File: src/rtl/mrt_pkg.sv
`timescale 1ns / 1ps
// Shared types and constants for the monocular range / time-to-collision unit.
// No dependencies; imported by every module of the block.
package mrt_pkg;

  typedef enum logic [4:0] {
    ST_IDLE, ST_SLOT, ST_RMUL, ST_RDIV, ST_RWAIT, ST_BINIT, ST_CORDIC, ST_BFIN,
    ST_SCHK, ST_SDIV, ST_SWAIT, ST_TMUL1, ST_TCHK, ST_TMUL2, ST_TMUL3, ST_TDIV,
    ST_TWAIT, ST_RISK, ST_FEND, ST_OUT
  } mrt_state_t;

  localparam logic [1:0] REQ_TRACK = 2'd0;
  localparam logic [1:0] REQ_LAST  = 2'd1;
  localparam logic [1:0] REQ_EMPTY = 2'd2;
  localparam logic [1:0] REQ_CLEAR = 2'd3;

  localparam logic [2:0] CFG_HORIZON  = 3'd0;
  localparam logic [2:0] CFG_HEIGHT   = 3'd1;
  localparam logic [2:0] CFG_FOCAL    = 3'd2;
  localparam logic [2:0] CFG_WIDTH    = 3'd3;
  localparam logic [2:0] CFG_CRIT_TTC = 3'd4;
  localparam logic [2:0] CFG_WARN_RNG = 3'd5;

  localparam logic [1:0] RISK_SAFE = 2'd0;
  localparam logic [1:0] RISK_WARN = 2'd1;
  localparam logic [1:0] RISK_CRIT = 2'd2;

  localparam logic [17:0] RANGE_MAX   = 18'd160000;
  localparam logic [17:0] TTC_NONE    = 18'd159984;
  localparam logic [17:0] NEAR_RANGE  = 18'd320;
  localparam logic [13:0] BEARING_MAX = 14'd5760;
  localparam logic [22:0] SPEED_MAX   = 23'd8388607;
  localparam logic signed [6:0] RUDDER_LEFT  = -7'sd45;
  localparam logic signed [6:0] RUDDER_RIGHT = 7'sd45;

  localparam logic [4:0] CORDIC_LAST = 5'd17;
  localparam logic [15:0] SPEED_SCALE = 16'd16000;
  localparam logic [15:0] TTC_GATE    = 16'd625;
  localparam logic [15:0] TTC_DEN     = 16'd125;

  localparam int DIV_NW = 36;
  localparam int DIV_DW = 25;

  // Arctangent of 2^-i in 1/65536 degree.
  function automatic logic [21:0] cordic_angle(input logic [4:0] i);
    logic [21:0] r;
    case (i)
      5'd0:  r = 22'd2949120;
      5'd1:  r = 22'd1740967;
      5'd2:  r = 22'd919879;
      5'd3:  r = 22'd466945;
      5'd4:  r = 22'd234379;
      5'd5:  r = 22'd117306;
      5'd6:  r = 22'd58666;
      5'd7:  r = 22'd29335;
      5'd8:  r = 22'd14668;
      5'd9:  r = 22'd7334;
      5'd10: r = 22'd3667;
      5'd11: r = 22'd1833;
      5'd12: r = 22'd917;
      5'd13: r = 22'd458;
      5'd14: r = 22'd229;
      5'd15: r = 22'd115;
      5'd16: r = 22'd57;
      5'd17: r = 22'd29;
      default: r = 22'd0;
    endcase
    return r;
  endfunction

endpackage

File: src/rtl/mrt_div.sv
`timescale 1ns / 1ps
// Restoring radix-2 unsigned divider, one quotient bit per cycle.
// Depends on mrt_pkg for the operand widths.
module mrt_div (
  input  logic                      clk,
  input  logic                      rst,
  input  logic                      start,
  input  logic [mrt_pkg::DIV_NW-1:0] dividend,
  input  logic [mrt_pkg::DIV_DW-1:0] divisor,
  output logic                      done,
  output logic [mrt_pkg::DIV_NW-1:0] quotient
);
  import mrt_pkg::*;

  logic                busy;
  logic [5:0]          cnt;
  logic [DIV_DW-1:0]   rem;
  logic [DIV_DW-1:0]   dsr;
  logic [DIV_DW:0]     trial;
  logic                qbit;

  assign trial = {rem, quotient[DIV_NW-1]};
  assign qbit  = (trial >= {1'b0, dsr});

  always_ff @(posedge clk) begin
    if (rst) begin
      busy <= 1'b0;
      done <= 1'b0;
      cnt  <= '0;
    end else begin
      done <= 1'b0;
      if (start) begin
        busy <= 1'b1;
        cnt  <= 6'(DIV_NW);
      end else if (busy) begin
        cnt <= cnt - 6'd1;
        if (cnt == 6'd1) begin
          busy <= 1'b0;
          done <= 1'b1;
        end
      end
    end
  end

  always_ff @(posedge clk) begin
    if (start) begin
      quotient <= dividend;
      rem      <= '0;
      dsr      <= divisor;
    end else if (busy) begin
      rem      <= qbit ? DIV_DW'(trial - {1'b0, dsr}) : trial[DIV_DW-1:0];
      quotient <= {quotient[DIV_NW-2:0], qbit};
    end
  end

endmodule

File: config.mk
export PLATFORM = sky130hd
export DESIGN_NAME = mrt_div
export DESIGN_NICKNAME = d
export VERILOG_FILES = /design/src/rtl/mrt_pkg.sv /design/src/rtl/mrt_div.sv
export SDC_FILE = /design/constraint.sdc
export NUM_CORES = 1
export LEC_CHECK = 0
export BUFFER_PORTS_ARGS = -buffer_cell sky130_fd_sc_hd__buf_4
export CORE_ASPECT_RATIO = 1.1
export CORE_MARGIN = 8
export CORE_UTILIZATION = 35
export DETAILED_ROUTE_END_ITERATION = 16
export GPL_ROUTABILITY_DRIVEN = 0
export PLACE_DENSITY_LB_ADDON = 0.12
export SETUP_SLACK_MARGIN = 0.1
export SLEW_MARGIN = 20
export SYNTH_ARGS = -nofsm -noshare
export SYNTH_HDL_FRONTEND = slang
export SYNTH_SLANG_ARGS = --single-unit
File: constraint.sdc
create_clock -name clk -period 3.3 [get_ports clk]
set_input_delay 0.66 -clock clk [delete_from_list [all_inputs] [get_ports clk]]
set_output_delay 0.66 -clock clk [all_outputs]
set_load 0.01 [all_outputs]
==> results by stage, run 1 <==
Status:
- The run finished with clean final reports.

Synth:
- Yosys printed 0 warnings.
- The most instantiated flip-flop cell in the synthesis netlist is sky130_fd_sc_hd__edfxtp_1.
- Synthesis produced 498 cells.
- The number of distinct standard cells referenced by the synthesized netlist is 59.
- The biggest area consumer among synthesized cells is sky130_fd_sc_hd__edfxtp_1.
- By count the netlist is led by sky130_fd_sc_hd__edfxtp_1, sky130_fd_sc_hd__nor2_1, sky130_fd_sc_hd__nand2_1, sky130_fd_sc_hd__mux2_2.
- Synthesis produced a netlist with a net count of 590.
- Yosys mapped a number of flops with a built-in enable equal to 61.
- The fraction of post-synthesis cell area in the top cell type by area is 34.9%.
- The async set-or-reset flop fraction in the synthesized netlist is 0%.
- After synthesis the cells add up to 5250 µm².
- The portion of the post-synthesis area used by sequential elements is 47.5%.
- Counting flops and latches in the post-synthesis netlist gives 94.
- By area the synthesized netlist is led by sky130_fd_sc_hd__edfxtp_1, sky130_fd_sc_hd__dfxtp_1, sky130_fd_sc_hd__mux2_2.
- The average size of a mapped cell is 10.5 µm².
- The most instantiated library cell after synthesis is sky130_fd_sc_hd__edfxtp_1.

Route:
- After detailed routing, the number of vias per cell comes to 5.17.
- The wire length reported by the detailed router is 13,200 µm.
- The routed length per placed instance is 16.6 µm.
- The first TritonRoute pass finished after 4 iterations.
- The count of nets left with antenna violations once routing finished came out at 0.
- The via count is 4,125.
- After detailed routing, the number of remaining DRC violations is 0.
- The initial DRC count is 278.

Power:
- The maximum ir drop on the vdd rail is 0.238 mV.
- The power density over the cells is 478 nW/µm².
- The analysis attributes to cell leakage a power of 2.69 nW.

Clock tree:
- TritonCTS built the clock tree.
- The clock reaches the later pin of the worst-skew pair after 350 ps.
- In this run the number of H-tree levels came out at 3.
- CTS saw 94 sinks.
- The clock tree buffer depth is 2.
- The clock edge transition at the registers on the reported setup and hold paths is 70 ps.
- The master cell of the clock root buffer is sky130_fd_sc_hd__clkbuf_16.
- The number of buffers added by the clock tree synthesis step is 9.

Timing:
- For the final database, setup skew stands at 9.01 ps.
- Setup violations remaining at the end of the flow were counted as 0.
- Based on the critical path, the design can be clocked at up to 0.328 GHz.
- Setup repair after global routing left no endpoint under its margin.
- In this run the tightest slew margin relative to its limit is 51.1%.
- The final critical delay including setup and external delays is 3050 ps.
- The hold violation total from the final report came to 0.
- After routing, the total negative slack on setup checks comes to 0 ps.
- The transition time at the pin with the least slew margin is 730 ps.
- The fraction of the cycle the final worst path needs is 92.5%.
- The count of pins over their slew limit came to 0.

Place:
- The sum of net half-perimeters after detailed placement is 9660 µm.
- Summing all placed instances gives a cell area of 6210 µm².
- The port buffer count is 100.
- The number of instances in the placed design is 778.

Layout:
- After the last flow step, the layout net total stands at 689.
- The filler cells instantiated in the layout total 1,480.
- The area added between synthesis and finish is 24.9%.
- Once layout is complete, the cells apart from fillers number 798.
- The final cell utilization of the core is 44.1%.
- Summing all non-filler instances in the final layout gives an area of 6550 µm².
- The share of post-route cells with drive strength above 1 is 29.4%.
- The repair_antennas step left the layout with diodes totalling 0.

Global routing:
- Across every metal layer, demand over resource in global routing totals 14.1%.
- The first-pass GRT wire length is 21,700 µm.
- Entering global routing, the biggest net connects 38 pins.
- The initial antenna violation count is 0.
- Global routing finished with a remaining overflow of 0.
- The via count of the first global-routing pass is 4,353.

Min path:
- The worst hold path begins at divisor[22].
- The class of the most critical hold timing path is input pin to register.

Floorplan:
- The die covers 19,200 µm².
- After floorplanning, the core was sized to cover 14,900 µm².
- The width of the die is 133 µm.
- After floorplanning, the core was divided into 47 placement rows.
- For this design the top-level I/O count stands at 101.
- The effective utilization at floorplan is 35.3%.
- Measured along the y axis, the die boundary spans 144 µm.

Worst setup path:
- The critical path starts at quotient[35].
- The setup path with the least slack is of type register to register.
- The sort of element at the end of the critical path is a register.
- Data on the critical path arrives at its endpoint at 3310 ps.
- In this run the critical register-to-register path is launched from quotient[35].
- Data on the critical path is required at its endpoint by 3560 ps.
- The worst setup path is launched from a register.
- In this run the worst path has a maximum fanout of 5.
- The worst-case register-to-register setup slack is 250 ps.

Flow run:
- The number of max-cap violations is 0.
## worst paths after layout
path,endpoint,cells past startpoint
min,dsr[22],1
max,rem[0],12
min reg2reg,rem[20],2
max reg2reg,rem[0],12
## cell families (layout without fill, tap and decap cells)
logic type	count (synthesis)	after routing	share of synthesized area, %
muxes	47	47	9.83
adders and majority gates	28	28	6.82
buffers and inverters	59	163	4.72
xor gates and xnor gates	22	22	3.67
AOI/OAI and AO/OA	113	113	15.4
DFF	94	94	47.5
and+or+nand+nor	135	135	12.0
## repair_timing
| action | 4_1_cts | 5_1_grt |
|---|---|---|
| gates resized for setup | 0 | 3 |
| setup buffers | 0 | 4 |
| endpoints found under the setup margin | 0 | 17 |
| hold buffers | 0 | 0 |
## layout by cell type, fill, tap and decap left out, types with 6 or more instances in the layout
master,instances
sky130_fd_sc_hd__a211oi_1,11
sky130_fd_sc_hd__xnor2_1,13
sky130_fd_sc_hd__a21oi_1,23
sky130_fd_sc_hd__nand2_1,37
sky130_fd_sc_hd__edfxtp_1,61
sky130_fd_sc_hd__clkbuf_16,9
sky130_fd_sc_hd__dfxtp_1,33
sky130_fd_sc_hd__a21o_1,10
sky130_fd_sc_hd__inv_1,33
sky130_fd_sc_hd__ha_1,27
sky130_fd_sc_hd__xor2_1,9
sky130_fd_sc_hd__a31oi_1,6
sky130_fd_sc_hd__o21ai_0,20
sky130_fd_sc_hd__nand3_1,11
sky130_fd_sc_hd__nor2_1,45
sky130_fd_sc_hd__mux2_2,36
sky130_fd_sc_hd__mux2i_1,11
sky130_fd_sc_hd__buf_4,111
sky130_fd_sc_hd__nor3_1,9
## routing by layer
layer / share of wire (%) / global-route usage, % / up-vias
met4: 1.6 / 4.90 / 0
met1: 44 / 16.7 / 1962
li1: - / - / 2042
met5: 0 / 0 / -
met2: 47 / 22.9 / 104
met3: 7.5 / 5.56 / 17
## flip-flops by register name, indices dropped and copies added, names as in the netlist
| name | flops |
|---|---|
| done | 1 |
| dsr | 25 |
| rem | 25 |
| cnt | 6 |
| quotient | 36 |
| busy | 1 |
## where the power goes
group / internal, mW / switching, mW / total (mW)
Combinational: 0.332 / 0.377 / 0.708
Clock: 0.536 / 0.469 / 1.01
Sequential: 1.37 / 0.0540 / 1.42
Total: 2.23 / 0.900 / 3.13
## worst max-delay path, stage by stage (launching register included)
cell and delay (ps):
sky130_fd_sc_hd__edfxtp_1 380, sky130_fd_sc_hd__inv_1 80, sky130_fd_sc_hd__ha_1 160, sky130_fd_sc_hd__inv_1 50, sky130_fd_sc_hd__fa_1 390, sky130_fd_sc_hd__a21o_1 210
sky130_fd_sc_hd__a221oi_4 310, sky130_fd_sc_hd__o211ai_2 160, sky130_fd_sc_hd__a21o_4 270, sky130_fd_sc_hd__a21oi_4 180, sky130_fd_sc_hd__a21o_1 210, sky130_fd_sc_hd__mux2_2 350
sky130_fd_sc_hd__a211oi_1 220
## area by class of cell
class                      count  area (µm²)  share of cell area [%]
multi-input combinational    345        2530                    38.6
sequential                    94        2490                    38.0
timing repair buffer         113         873                    13.3
tap                          196         245                    3.74
clock buffer                  10         239                    3.65
inverter                      34         128                    1.95
clock inverter                 6        46.3                   0.706
## metrics by stage
stage               hold slack, ps  worst slack, ps  total power, mW
floorplan                      446              281             1.88
global placement               469              245             2.14
detailed placement             492              168             2.14
CTS                            468              139             3.16
global route                   466             89.5             3.30
finish                         484              247             3.13
No activity file was read; power rests on OpenSTA's default activity.
==> inputs of run 2 (changes only) <==
--- a/config.mk
+++ b/config.mk
@@ -6,6 +6,8 @@
 export NUM_CORES = 1
 export LEC_CHECK = 0
 export BUFFER_PORTS_ARGS = -buffer_cell sky130_fd_sc_hd__buf_4
+export CELL_PAD_IN_SITES_DETAIL_PLACEMENT = 0
+export CELL_PAD_IN_SITES_GLOBAL_PLACEMENT = 1
 export CORE_ASPECT_RATIO = 1.1
 export CORE_MARGIN = 8
 export CORE_UTILIZATION = 35
==> run 2 against run 1 <==
First-iteration DRC count down 29%. Utilization down 0.15 points. Die area unchanged. Maximum frequency up 1.8%. Global-route usage down 0.10 points. Non-clock buffer count down 1. Total power up 0.55%. Critical endpoint unchanged. Largest power group unchanged.
==> results by stage, run 2 (synthesis gave the netlist of run 1 again) <==
Global routing:
- The initial antenna violation count is 0.
- The first-pass GRT wire length is 21,500 µm.
- Global routing consumed, over all layers together, 14.0% of the routing resources.
- The pin count of the biggest net entering global routing is 53.
- The total overflow left after global routing is 0.
- The via count of the first global-routing pass is 4,262.

Place:
- The wire-length estimate of the detail-placed layout is 9750 µm.
- The worst slack at placement is 266 ps.
- The number of placed instances, taps included, is 781.
- In this run the tool buffered the top-level ports with 100 buffer cells.

Layout:
- Counting flops per register, the top entry is quotient.
- The leading cell type in the layout, fill and taps excluded is sky130_fd_sc_hd__buf_4.
- The repair_antennas step left the layout with diodes totalling 0.
- The flip-flop count of the largest register, all copies and words added is 36.
- Leaving out fill and tap cells, the most frequent cells in the layout are sky130_fd_sc_hd__buf_4, sky130_fd_sc_hd__edfxtp_1, sky130_fd_sc_hd__nor2_1.
- After the last flow step, the layout net total stands at 688.
- The largest registers in the layout are quotient x36, dsr x25, rem x25.
- Cells with a size suffix above 1 make up 29.3% of the layout.
- The area added between synthesis and finish is 24.5%.
- The final cell count without fillers is 797.

Route:
- After detailed routing, the average wire length per cell comes to 16.7 µm.
- The routed design has 13,300 µm of wire.
- The via count normalized by instance count is 5.09.
- In this run the remaining antenna-violating nets after routing total 0.
- The number of design rule violations left after detail routing is 0.
- The initial DRC count is 196.
- The via count is 4,058.
- The number of search-and-repair iterations in the first detailed-routing pass is 4.

Floorplan:
- The number of core rows is 47.
- From left edge to right edge, the die measures 133 µm.
- Once the floorplan was initialized, standard cells occupied 35.3% of the core.
- During I/O placement, the number of pins put on the boundary was 101.
- The full die area is 19,200 µm².
- After floorplanning, the core was sized to cover 14,900 µm².
- The die height is 144 µm.

Flow run:
- The number of max-cap violations is 0.

Clock tree:
- The number of hold buffers added after CTS was 0.
- The TritonCTS sink count is 94.
- The TritonCTS clock tree is built.
- The tree is rooted in a sky130_fd_sc_hd__clkbuf_16.
- The number of buffers added by the clock tree synthesis step is 9.
- The clock edge transition at the registers on the reported setup and hold paths is 80 ps.
- CTS built an H-tree with a depth of 3.
- The clock latency at the later pin of the worst-skew pair is 350 ps.
- The number of setup buffers added after CTS is 0.
- The longest clock path from root to sink contains 2 buffers.

Worst setup path:
- Data arrives at the worst endpoint at 3260 ps.
- The category of the most critical setup path is register to register.
- The endpoint of the worst-slack reg-to-reg timing path is rem[0].
- The required time at the endpoint of the critical path is 3570 ps.
- In this run the critical register-to-register path is launched from quotient[35].
- The length in cells of the worst reg-to-reg path is 12.
- In this run the worst setup path begins at quotient[35].
- The kind of start point of the critical path is a register.
- The sort of element at the end of the critical path is a register.
- Across all register-to-register paths, the minimum setup slack is 300 ps.
- In this run the worst path has a maximum fanout of 5.
- The worst setup path endpoint is rem[0].

Status:
- The run finished with clean final reports.

Timing:
- After layout, the worst path uses 90.8% of the clock period.
- Subtracting the final worst setup slack from the clock period gives 3000 ps.
- The setup skew after layout is 7.86 ps.
- The count of pins over their slew limit is 0.
- The aggregate negative setup slack is 0 ps.
- The highest clock rate is 0.334 GHz.
- Setup slack closes at 302 ps.
- The hold violation total from the final report is 0.
- Setup violations remaining at the end of the flow were counted as 0.
- Final hold analysis gives a worst-case slack of 476 ps.
- Setup repair after global routing could not meet its margin everywhere.
- The transition time at the pin with the least slew margin is 651 ps.
- The headroom to the max-slew limit is 56.6%.

Power:
- Summed over all cells, the static leakage comes to 2.69 nW.
- The maximum ir drop on the vdd rail is 0.227 mV.
- Power spread over the standard cell area amounts to 482 nW/µm².

Min path:
- The path class of the tightest hold or removal check is input pin to register.
## run 2: layer usage
| metal | global-route usage, % | part of all wire [%] | vias to the layer above |
|---|---|---|---|
| li1 | - | - | 2030 |
| met5 | 0 | 0 | - |
| met1 | 16.6 | 45 | 1904 |
| met3 | 5.52 | 7.4 | 14 |
| met2 | 22.6 | 46 | 110 |
| met4 | 5.08 | 1.5 | 0 |
## run 2: where the power goes
part / total, mW / internal (mW) / switching [mW]
clock: 1.03 / 0.529 / 0.499
sequential: 1.42 / 1.37 / 0.0563
combinational: 0.700 / 0.326 / 0.374
## run 2: final cells by class
class	count	area (µm²)
clock buffer	9	225
clock inverter	7	62.6
fill	1439	8350
inverter	34	128
multi-input combinational	345	2510
sequential	94	2490
tap	196	245
timing repair buffer	112	866
## run 2: repair_timing
item,CTS,global route
resized for setup,0,1
endpoints found under the setup margin,0,3
endpoints found under the hold margin,0,0
## run 2: how the worst min path moves through the flow
stage | slack (ps) | endpoint | depth (start not counted) | from
final | 480 | dsr[4] | 1 | divisor[4]
after detailed placement | 490 | rem[16] | 2 | rem[16]
after floorplan | 450 | rem[20] | 2 | rem[20]
after global placement | 470 | rem[20] | 2 | rem[20]
after CTS | 460 | dsr[4] | 1 | divisor[4]
after global routing | 460 | dsr[7] | 1 | divisor[7]
## run 2: critical path, stage by stage, from the launching register on
cell	delay, ps
sky130_fd_sc_hd__edfxtp_1	380
sky130_fd_sc_hd__inv_1	80
sky130_fd_sc_hd__ha_1	160
sky130_fd_sc_hd__inv_1	50
sky130_fd_sc_hd__fa_1	390
sky130_fd_sc_hd__a21o_1	220
sky130_fd_sc_hd__a221oi_2	290
sky130_fd_sc_hd__o211ai_2	150
sky130_fd_sc_hd__a21o_4	270
sky130_fd_sc_hd__a21oi_4	190
sky130_fd_sc_hd__a21o_1	180
sky130_fd_sc_hd__mux2_2	340
sky130_fd_sc_hd__a211oi_1	220
## run 2: stage by stage
stage	area (µm²)	utilization, %	total power [mW]
after floorplan	5250	-	1.88
after global placement	6240	41.9	2.15
after detailed placement	6240	41.9	2.15
after CTS	6530	43.9	3.20
after global routing	6530	43.9	3.31
final	6530	43.9	3.15
